===== config.mk =====
export PLATFORM = sky130hd
export DESIGN_NAME = integer_to_radix_ascii_flat
export DESIGN_NICKNAME = d
export VERILOG_FILES = /design/src/hw/rtl/ira_pkg.sv /design/src/hw/rtl/ira_in_if.sv /design/src/hw/rtl/ira_out_if.sv /design/src/hw/rtl/ira_cell.sv /design/src/hw/rtl/integer_to_radix_ascii.sv /design/src/flat_wrapper.sv
export SDC_FILE = /design/constraint.sdc
export NUM_CORES = 2
export LEC_CHECK = 0
export ABC_AREA = 0
export BUFFER_PORTS_ARGS = -buffer_cell sky130_fd_sc_hd__buf_4
export CAP_MARGIN = 20
export CORE_ASPECT_RATIO = 1.75
export CORE_UTILIZATION = 30
export DETAILED_ROUTE_END_ITERATION = 16
export GPL_TIMING_DRIVEN = 1
export HOLD_SLACK_MARGIN = 0.05
export PLACE_DENSITY = 0.51
export SLEW_MARGIN = 25
export SYNTH_ARGS = -nofsm -noshare
export SYNTH_HDL_FRONTEND = slang
export SYNTH_HIERARCHICAL = 1
export SYNTH_SLANG_ARGS = --single-unit

===== constraint.sdc =====
create_clock -name clk_i -period 12 [get_ports clk_i]
set_input_delay 0.6 -clock clk_i [delete_from_list [all_inputs] [get_ports clk_i]]
set_output_delay 0.6 -clock clk_i [all_outputs]
set_load 0.005 [all_outputs]

===== src/hw/rtl/ira_pkg.sv =====
package ira_pkg;

  localparam int unsigned VALUE_BITS    = 64;
  localparam int unsigned VALUE_W_DFLT  = 64;
  localparam int unsigned RADIX_W       = 6;
  localparam int unsigned DIGIT_W       = 6;
  localparam int unsigned CHAR_W        = 7;

  localparam logic [RADIX_W-1:0] RADIX_RESET = 6'd10;
  localparam logic [RADIX_W-1:0] RADIX_MIN   = 6'd2;
  localparam logic [RADIX_W-1:0] RADIX_MAX   = 6'd36;

  localparam logic [CHAR_W-1:0] CHAR_ZERO  = 7'h30;
  localparam logic [CHAR_W-1:0] CHAR_A     = 7'h61;
  localparam logic [CHAR_W-1:0] CHAR_MINUS = 7'h2d;
  localparam logic [CHAR_W-1:0] CHAR_NUL   = 7'h00;
  localparam logic [DIGIT_W-1:0] DIGIT_NINE = 6'd9;
  localparam logic [CHAR_W-1:0] DIGIT_TEN  = 7'd10;

  typedef struct packed {
    logic clear;
    logic shift;
  } ira_cell_ctl_t;

  function automatic logic [CHAR_W-1:0] digit_char(input logic [DIGIT_W-1:0] d);
    logic [CHAR_W-1:0] ch;
    if (d <= DIGIT_NINE) begin
      ch = CHAR_ZERO + CHAR_W'(d);
    end else begin
      ch = CHAR_A + CHAR_W'(d) - DIGIT_TEN;
    end
    return ch;
  endfunction

endpackage


===== src/hw/rtl/ira_in_if.sv =====
interface ira_in_if import ira_pkg::*; ();
  logic                  valid;
  logic                  ready;
  logic [VALUE_BITS-1:0] value;
  logic                  operation;

  modport source (output valid, output value, output operation, input ready);
  modport sink (input valid, input value, input operation, output ready);
endinterface


===== src/hw/rtl/ira_out_if.sv =====
interface ira_out_if import ira_pkg::*; ();
  logic              valid;
  logic              ready;
  logic [CHAR_W-1:0] character;
  logic              last;
  logic              overflow;

  modport source (output valid, output character, output last, output overflow, input ready);
  modport sink (input valid, input character, input last, input overflow, output ready);
endinterface


===== src/hw/rtl/ira_cell.sv =====
module ira_cell import ira_pkg::*; (
  input  logic                clk_i,
  input  logic                rst_ni,
  input  ira_cell_ctl_t       ctl_i,
  input  logic [RADIX_W-1:0]  radix_i,
  input  logic                en_i,
  input  logic                carry_i,
  input  logic [DIGIT_W-1:0]  digit_i,
  output logic                en_o,
  output logic                carry_o,
  output logic [DIGIT_W-1:0]  digit_o
);

  logic [DIGIT_W-1:0] digit_q, digit_d;
  logic               carry_q, carry_d;
  logic               en_q;
  logic [DIGIT_W:0]   sum;
  logic [DIGIT_W:0]   diff;
  logic               wrap;

  // One doubling step of the digit: d' = 2d + carry, reduced modulo the radix.
  assign sum  = {digit_q, carry_i};
  assign diff = sum - {1'b0, radix_i};
  assign wrap = (sum >= {1'b0, radix_i});

  always_comb begin
    digit_d = digit_q;
    carry_d = carry_q;
    if (ctl_i.clear) begin
      digit_d = '0;
    end else if (ctl_i.shift) begin
      digit_d = digit_i;
    end else if (en_i) begin
      digit_d = wrap ? diff[DIGIT_W-1:0] : sum[DIGIT_W-1:0];
      carry_d = wrap;
    end
  end

  always_ff @(posedge clk_i) begin
    digit_q <= digit_d;
    carry_q <= carry_d;
  end

  always_ff @(posedge clk_i or negedge rst_ni) begin
    if (!rst_ni) begin
      en_q <= 1'b0;
    end else begin
      en_q <= en_i && !ctl_i.clear;
    end
  end

  assign en_o    = en_q;
  assign carry_o = carry_q;
  assign digit_o = digit_q;

endmodule


===== src/hw/rtl/integer_to_radix_ascii.sv =====
// The value bits enter the digit cells one per cycle, most significant first, and each
// step ripples one cell per cycle until the digits are final.
// The row then shifts out toward the top cell, one cell per cycle while the output is not
// stalled, skipping leading zeros; a minus sign goes out first for a negative value.
// A new request is taken only once the last result is out and the block is idle.
// The most negative signed value gives its single overflow result the cycle after accept.
// Reset sets the radix to 10 and returns the control to idle.
module integer_to_radix_ascii import ira_pkg::*; #(
  parameter int unsigned VALUE_WIDTH = VALUE_W_DFLT
) (
  input  logic               clk_i,
  input  logic               rst_ni,
  ira_in_if.sink             in_i,
  ira_out_if.source          out_o,
  input  logic               cfg_we_i,
  input  logic [RADIX_W-1:0] cfg_wdata_i
);

  localparam int unsigned CNT_W = $clog2(2 * VALUE_WIDTH);

  localparam logic [2:0] ST_IDLE = 3'd0;
  localparam logic [2:0] ST_OVF  = 3'd1;
  localparam logic [2:0] ST_CONV = 3'd2;
  localparam logic [2:0] ST_SIGN = 3'd3;
  localparam logic [2:0] ST_EMIT = 3'd4;

  logic [2:0]             state_q, state_d;
  logic [CNT_W-1:0]       cnt_q, cnt_d;
  logic                   seen_q, seen_d;
  logic                   neg_q, neg_d;
  logic [RADIX_W-1:0]     radix_q;
  logic [RADIX_W-1:0]     base_q, base_d;
  logic [VALUE_WIDTH-1:0] bits_q, bits_d;

  logic [VALUE_WIDTH-1:0] v;
  logic [VALUE_WIDTH-1:0] mag;
  logic                   is_neg;
  logic                   is_min;
  logic                   accept;
  logic                   feed_en;
  logic                   last_pos;
  logic                   conv_done;
  logic                   emit_show;
  logic                   advance;
  logic [DIGIT_W-1:0]     top_digit;
  logic [RADIX_W-1:0]     eff_radix;
  ira_cell_ctl_t          cell_ctl;

  logic [VALUE_WIDTH-1:0] en_in, en_out, car_in, car_out;
  logic [DIGIT_W-1:0]     dig_in  [VALUE_WIDTH];
  logic [DIGIT_W-1:0]     dig_out [VALUE_WIDTH];

  // Configuration register.
  always_ff @(posedge clk_i or negedge rst_ni) begin
    if (!rst_ni) begin
      radix_q <= RADIX_RESET;
    end else if (cfg_we_i) begin
      radix_q <= cfg_wdata_i;
    end
  end

  always_comb begin
    if (radix_q < RADIX_MIN) begin
      eff_radix = RADIX_MIN;
    end else if (radix_q > RADIX_MAX) begin
      eff_radix = RADIX_MAX;
    end else begin
      eff_radix = radix_q;
    end
  end

  assign v      = in_i.value[VALUE_WIDTH-1:0];
  assign is_neg = in_i.operation && v[VALUE_WIDTH-1];
  assign is_min = is_neg && (v[VALUE_WIDTH-2:0] == '0);
  assign mag    = is_neg ? (~v + VALUE_WIDTH'(1)) : v;

  assign in_i.ready = (state_q == ST_IDLE);
  assign accept     = in_i.valid && in_i.ready;

  assign feed_en   = (state_q == ST_CONV) && (cnt_q < CNT_W'(VALUE_WIDTH));
  assign conv_done = (cnt_q == CNT_W'(2 * VALUE_WIDTH - 2));
  assign last_pos  = (cnt_q == CNT_W'(VALUE_WIDTH - 1));
  assign top_digit = dig_out[VALUE_WIDTH-1];
  assign emit_show = (state_q == ST_EMIT) && ((top_digit != '0) || seen_q || last_pos);
  assign advance   = (state_q == ST_EMIT) && (!emit_show || out_o.ready);

  assign cell_ctl.clear = accept;
  assign cell_ctl.shift = advance;

  // Row of digit cells; cell 0 is the least significant digit.
  for (genvar i = 0; i < VALUE_WIDTH; i++) begin : g_cell
    if (i == 0) begin : g_first
      assign en_in[i]  = feed_en;
      assign car_in[i] = bits_q[VALUE_WIDTH-1];
      assign dig_in[i] = '0;
    end else begin : g_next
      assign en_in[i]  = en_out[i-1];
      assign car_in[i] = car_out[i-1];
      assign dig_in[i] = dig_out[i-1];
    end

    ira_cell u_cell (
      .clk_i   (clk_i),
      .rst_ni  (rst_ni),
      .ctl_i   (cell_ctl),
      .radix_i (base_q),
      .en_i    (en_in[i]),
      .carry_i (car_in[i]),
      .digit_i (dig_in[i]),
      .en_o    (en_out[i]),
      .carry_o (car_out[i]),
      .digit_o (dig_out[i])
    );
  end

  always_comb begin
    state_d = state_q;
    cnt_d   = cnt_q;
    seen_d  = seen_q;
    neg_d   = neg_q;
    base_d  = base_q;
    bits_d  = bits_q;
    case (state_q)
      ST_IDLE: begin
        if (accept) begin
          cnt_d  = '0;
          seen_d = 1'b0;
          neg_d  = is_neg;
          base_d = eff_radix;
          bits_d = mag;
          state_d = is_min ? ST_OVF : ST_CONV;
        end
      end
      ST_OVF: begin
        if (out_o.ready) begin
          state_d = ST_IDLE;
        end
      end
      ST_CONV: begin
        if (feed_en) begin
          bits_d = {bits_q[VALUE_WIDTH-2:0], 1'b0};
        end
        if (conv_done) begin
          cnt_d   = '0;
          state_d = neg_q ? ST_SIGN : ST_EMIT;
        end else begin
          cnt_d = cnt_q + CNT_W'(1);
        end
      end
      ST_SIGN: begin
        if (out_o.ready) begin
          state_d = ST_EMIT;
        end
      end
      ST_EMIT: begin
        if (advance) begin
          if (emit_show) begin
            seen_d = 1'b1;
          end
          if (last_pos) begin
            state_d = ST_IDLE;
          end else begin
            cnt_d = cnt_q + CNT_W'(1);
          end
        end
      end
      default: begin
        state_d = ST_IDLE;
      end
    endcase
  end

  always_ff @(posedge clk_i or negedge rst_ni) begin
    if (!rst_ni) begin
      state_q <= ST_IDLE;
      cnt_q   <= '0;
      seen_q  <= 1'b0;
      neg_q   <= 1'b0;
    end else begin
      state_q <= state_d;
      cnt_q   <= cnt_d;
      seen_q  <= seen_d;
      neg_q   <= neg_d;
    end
  end

  always_ff @(posedge clk_i) begin
    base_q <= base_d;
    bits_q <= bits_d;
  end

  always_comb begin
    out_o.valid     = 1'b0;
    out_o.character = digit_char(top_digit);
    out_o.last      = last_pos;
    out_o.overflow  = 1'b0;
    case (state_q)
      ST_OVF: begin
        out_o.valid     = 1'b1;
        out_o.character = CHAR_NUL;
        out_o.last      = 1'b1;
        out_o.overflow  = 1'b1;
      end
      ST_SIGN: begin
        out_o.valid     = 1'b1;
        out_o.character = CHAR_MINUS;
        out_o.last      = 1'b0;
      end
      ST_EMIT: begin
        out_o.valid = emit_show;
      end
      default: begin
        out_o.valid = 1'b0;
      end
    endcase
  end

  // The top cell never produces a carry: VALUE_WIDTH digits hold any magnitude.
  a_no_digit_overflow: assert property (@(posedge clk_i) disable iff (!rst_ni)
    en_out[VALUE_WIDTH-1] |-> !car_out[VALUE_WIDTH-1])
    else $error("carry out of the most significant digit cell");

  // Step tokens only travel the row while a conversion is running.
  a_token_in_conv: assert property (@(posedge clk_i) disable iff (!rst_ni)
    en_in[VALUE_WIDTH-1] |-> (state_q == ST_CONV))
    else $error("digit step outside conversion");

  // After the last result of a request is taken, the block takes a new request.
  a_last_frees: assert property (@(posedge clk_i) disable iff (!rst_ni)
    (out_o.valid && out_o.ready && out_o.last) |=> in_i.ready)
    else $error("input not ready after final result");

  // A minus sign is only shown for a negative signed request.
  a_sign_neg: assert property (@(posedge clk_i) disable iff (!rst_ni)
    (out_o.valid && (out_o.character == CHAR_MINUS)) |-> (neg_q && !out_o.last))
    else $error("minus sign on a non-negative request");

endmodule


===== src/flat_wrapper.sv =====
// flat-port wrapper written by rule: the top's interface ports become plain ports
module integer_to_radix_ascii_flat import ira_pkg::*;
#(
  parameter int unsigned VALUE_WIDTH = VALUE_W_DFLT
)
  (clk_i, rst_ni, cfg_we_i, cfg_wdata_i, in_i_valid, in_i_value, in_i_operation, in_i_ready, out_o_valid, out_o_character, out_o_last, out_o_overflow, out_o_ready);
  ira_in_if in_i_i ();
  ira_out_if out_o_i ();
  input  logic clk_i;
  input  logic rst_ni;
  input  logic cfg_we_i;
  input  logic [RADIX_W-1:0] cfg_wdata_i;
  input wire logic [$bits(in_i_i.valid)-1:0] in_i_valid;
  input wire logic [$bits(in_i_i.value)-1:0] in_i_value;
  input wire logic [$bits(in_i_i.operation)-1:0] in_i_operation;
  output wire logic [$bits(in_i_i.ready)-1:0] in_i_ready;
  output wire logic [$bits(out_o_i.valid)-1:0] out_o_valid;
  output wire logic [$bits(out_o_i.character)-1:0] out_o_character;
  output wire logic [$bits(out_o_i.last)-1:0] out_o_last;
  output wire logic [$bits(out_o_i.overflow)-1:0] out_o_overflow;
  input wire logic [$bits(out_o_i.ready)-1:0] out_o_ready;
  assign in_i_i.valid = in_i_valid;
  assign in_i_i.value = in_i_value;
  assign in_i_i.operation = in_i_operation;
  assign in_i_ready = in_i_i.ready;
  assign out_o_valid = out_o_i.valid;
  assign out_o_character = out_o_i.character;
  assign out_o_last = out_o_i.last;
  assign out_o_overflow = out_o_i.overflow;
  assign out_o_i.ready = out_o_ready;
  integer_to_radix_ascii #(.VALUE_WIDTH(VALUE_WIDTH)) u_core (.clk_i(clk_i), .rst_ni(rst_ni), .in_i(in_i_i), .out_o(out_o_i), .cfg_we_i(cfg_we_i), .cfg_wdata_i(cfg_wdata_i));
endmodule

==> impl_metrics.csv <==
group,metric,value,unit
status,run_status,"finished, final reports clean",
worst_setup_path,max_stage_delay,0.74,ns
timing,layout_min_cycle_time,4.486,ns
drt,wirelength,135.1,mm
floorplan,fp-row-count,194,
worst_setup_path,worstPathArrival,4.91,ns
timing,finClkSkew,0.02545,ns
worst_setup_path,worstSetupEndpointType,"flop",
drt,routedWlPerCell,18.00,um
finish,post-route-util,33.63,%
hold_path,min_path_cells,3,
worst_setup_path,crit_cells,11,
drt,viasPerCell,5.321,
global_routing,grt_max_degree,237,
pwr,vdd_drop_max,0.0001502,V
pwr,p_leak,21.13,nW
place,hpwlAfterDp,93.06,mm
worst_setup_path,worstSetupPathType,"flop to flop",
place,routabilityCongestion,0.8201,
drt,drtIter0Drc,1675,
timing,fin_setup_tns,0,ns
synthesis,synth_cells,5351,
worst_setup_path,reg2regPathDepth,11,
clocking,cts_tree,"done",
synthesis,syn-cell-area,0.04832,sq mm
place,portBuffers,86,
worst_setup_path,worstPathRequired,12.42,ns
worst_setup_path,crit_top_cell,"inv_1",
clocking,h-tree-depth,3,
hold_path,hp-class,"primary input to flop",
timing,max_freq,222.9,MHz
global_routing,antenna_found_initial,1,
floorplan,die_h,532.9,um
timing,slew_violations,0,
worst_setup_path,crit_chain,"inv_1 -> ha_1 -> nand2_1 -> nor4_1 -> nor2b_1 -> nor2_1 -> nor2_4 -> buf_4 -> buf_12 -> nand2b_1 -> inv_1",
drt,firstDrtPassIters,5,
worst_setup_path,path_buf_inv,4,
clocking,post_cts_resized,0,
global_routing,grt_use_total,16.25,%
floorplan,start_util,30.25,%
clocking,cts_sinks,598,
run,maxCapViolations,0,
drt,ant_nets,0,
floorplan,die-area,0.1627,sq mm
floorplan,dieWidth,305.4,um
timing,tightest_slew,1.146,ns
floorplan,core,0.1597,sq mm
finish,drive_above_1_share,11.41,%
clocking,insertion_delay,0.66,ns
global_routing,grt_pass1_wl,217.2,mm
synthesis,yosysWarnings,6,
clocking,cts_buffers,69,
timing,rsz0062_at_grt,"no",
worst_setup_path,cpMaxStageDelayCell,"buf_4",
timing,timing.hold.ws,0.1647,ns
finish,layout.cells.non_filler,7509,
clocking,root_buffer,"clkbuf_16",
clocking,cts_buffer_depth,3,
timing,max_slew_margin,23.62,%
drt,drc,0,
drt,dr_total_vias,39950,
worst_setup_path,critPathTopFamily,"simple AND/OR/NAND/NOR gates",
timing,fin_crit_sh,37.38,%
floorplan,io-pin-count,87,
global_routing,grt_pass1_vias,40790,
place,place_inst,7380,
timing,hold_viol,0,
clocking,clkTransAtPathRegs,0.07,ns
finish,area_delta_synth_final,11.16,%
timing,finalSetupViolCount,0,
synthesis,avgSynthCellArea,9.030,sq um
finish,nNetsFinal,5928,
worst_setup_path,cp_max_fo,236,
global_routing,grt_overflow,0,
worst_setup_path,startpoint_type,"flop",
pwr,power.density,155.5,mW/mm^2
-- per-stage QoR --
stage / worst slack (ns) / total power, mW / area, sq um
2_1_floorplan: 2.639 / 5.297 / 48340
3_3_place_gp: 7.668 / 6.082 / 51290
3_5_place_dp: 7.624 / 6.121 / 51290
4_1_cts: 7.602 / 8.470 / 53700
5_1_grt: 7.190 / 8.906 / 53710
6_report: 7.514 / 8.353 / 53710
-- report_power, final --
group          internal [mW]  leakage, nW  switching, mW  total (mW)
logic                   1.28         14.5           2.28        3.56
clock network           1.32         1.19          0.966        2.29
registers               2.34         5.46          0.162        2.51
-- final timing paths --
check / slack (ns) / from / to
max in group asynchronous: 10.26 / rst_ni / u_core/g_cell[0].u_cell/en_o
hold reg to reg: 0.51 / u_core/radix_q[0] / u_core/radix_q[0]
setup / recovery: 7.51 / u_core/g_cell[63].u_cell/digit_o[4] / u_core/g_cell[12].u_cell/carry_o
setup reg to reg: 7.51 / u_core/g_cell[63].u_cell/digit_o[4] / u_core/g_cell[12].u_cell/carry_o
min in group asynchronous: 0.52 / rst_ni / u_core/radix_q[4]
hold / removal: 0.16 / cfg_wdata_i[5] / u_core/radix_q[5]
-- worst reg2reg max path, cell delays in order (launching register included) --
cell,delay [ns]
dfxtp_1,0.37
inv_1,0.13
ha_1,0.21
nand2_1,0.06
nor4_1,0.24
nor2b_1,0.27
nor2_1,0.10
nor2_4,0.69
buf_4,0.75
buf_12,0.57
nand2b_1,0.77
inv_1,0.08
-- area by class of cell --
type,count,area [sq um]
Fill cell,16570,106000
Multi-Input combinational cell,4073,32080
Sequential cell,598,13710
Tap cell,2058,2575
Clock buffer,97,2101
Inverter,539,2031
Timing Repair Buffer,113,904.6
Clock inverter,30,301.5
Antenna cell,1,2.502
-- routing by layer --
layer,GRT usage [%],wire (um),up-vias
met5,0,0,-
met4,5.746,3942,0
met3,1.933,3834,208
met2,32.37,74410,567
met1,17.10,52940,19310
li1,-,-,19870
-- what timing repair did --
item / CTS / global route
setup buffers: 0 / 0
hold endpoints to repair: 44 / 0
hold buffers: 1 / 0
-- cell usage in the layout (no fill, tap or decap), types with 14 or more instances in the layout --
cell type and instances:
a41oi_4 52, dfxtp_1 384, mux2i_1 257, nand2b_1 80, clkbuf_16 76, xnor2_1 159
xor2_1 82, nor3b_1 408, nor2_1 194, or2_2 52, a21boi_1 52, nor3_1 134
o32ai_1 14, o21ai_2 64, o21ai_0 67, clkinv_2 15, ha_1 394, a21o_1 117
nand3_2 52, nand2_1 90, edfxtp_1 133, fa_1 64, a21oi_2 52, nand4_1 61
dfrtp_1 79, o22ai_1 320, nand3_1 75, buf_4 107, nand3b_1 79, a21oi_1 603
inv_1 537, mux2_1 52, and3_2 52, nor2b_1 122, a31oi_1 130
-- state kept, by name, indices dropped and copies added (netlist names) --
name and flops:
u_core/g_cell.u_cell/digit_o 384, u_core/bits_q 64, u_core/g_cell.u_cell/carry_o 63, u_core/g_cell.u_cell/en_o 63, u_core/cnt_q 7, u_core/base_q 6, u_core/radix_q 6, u_core/state_q 3
u_core/neg_q 1, u_core/seen_q 1
Note: power is estimated with default switching activity, not from simulation.
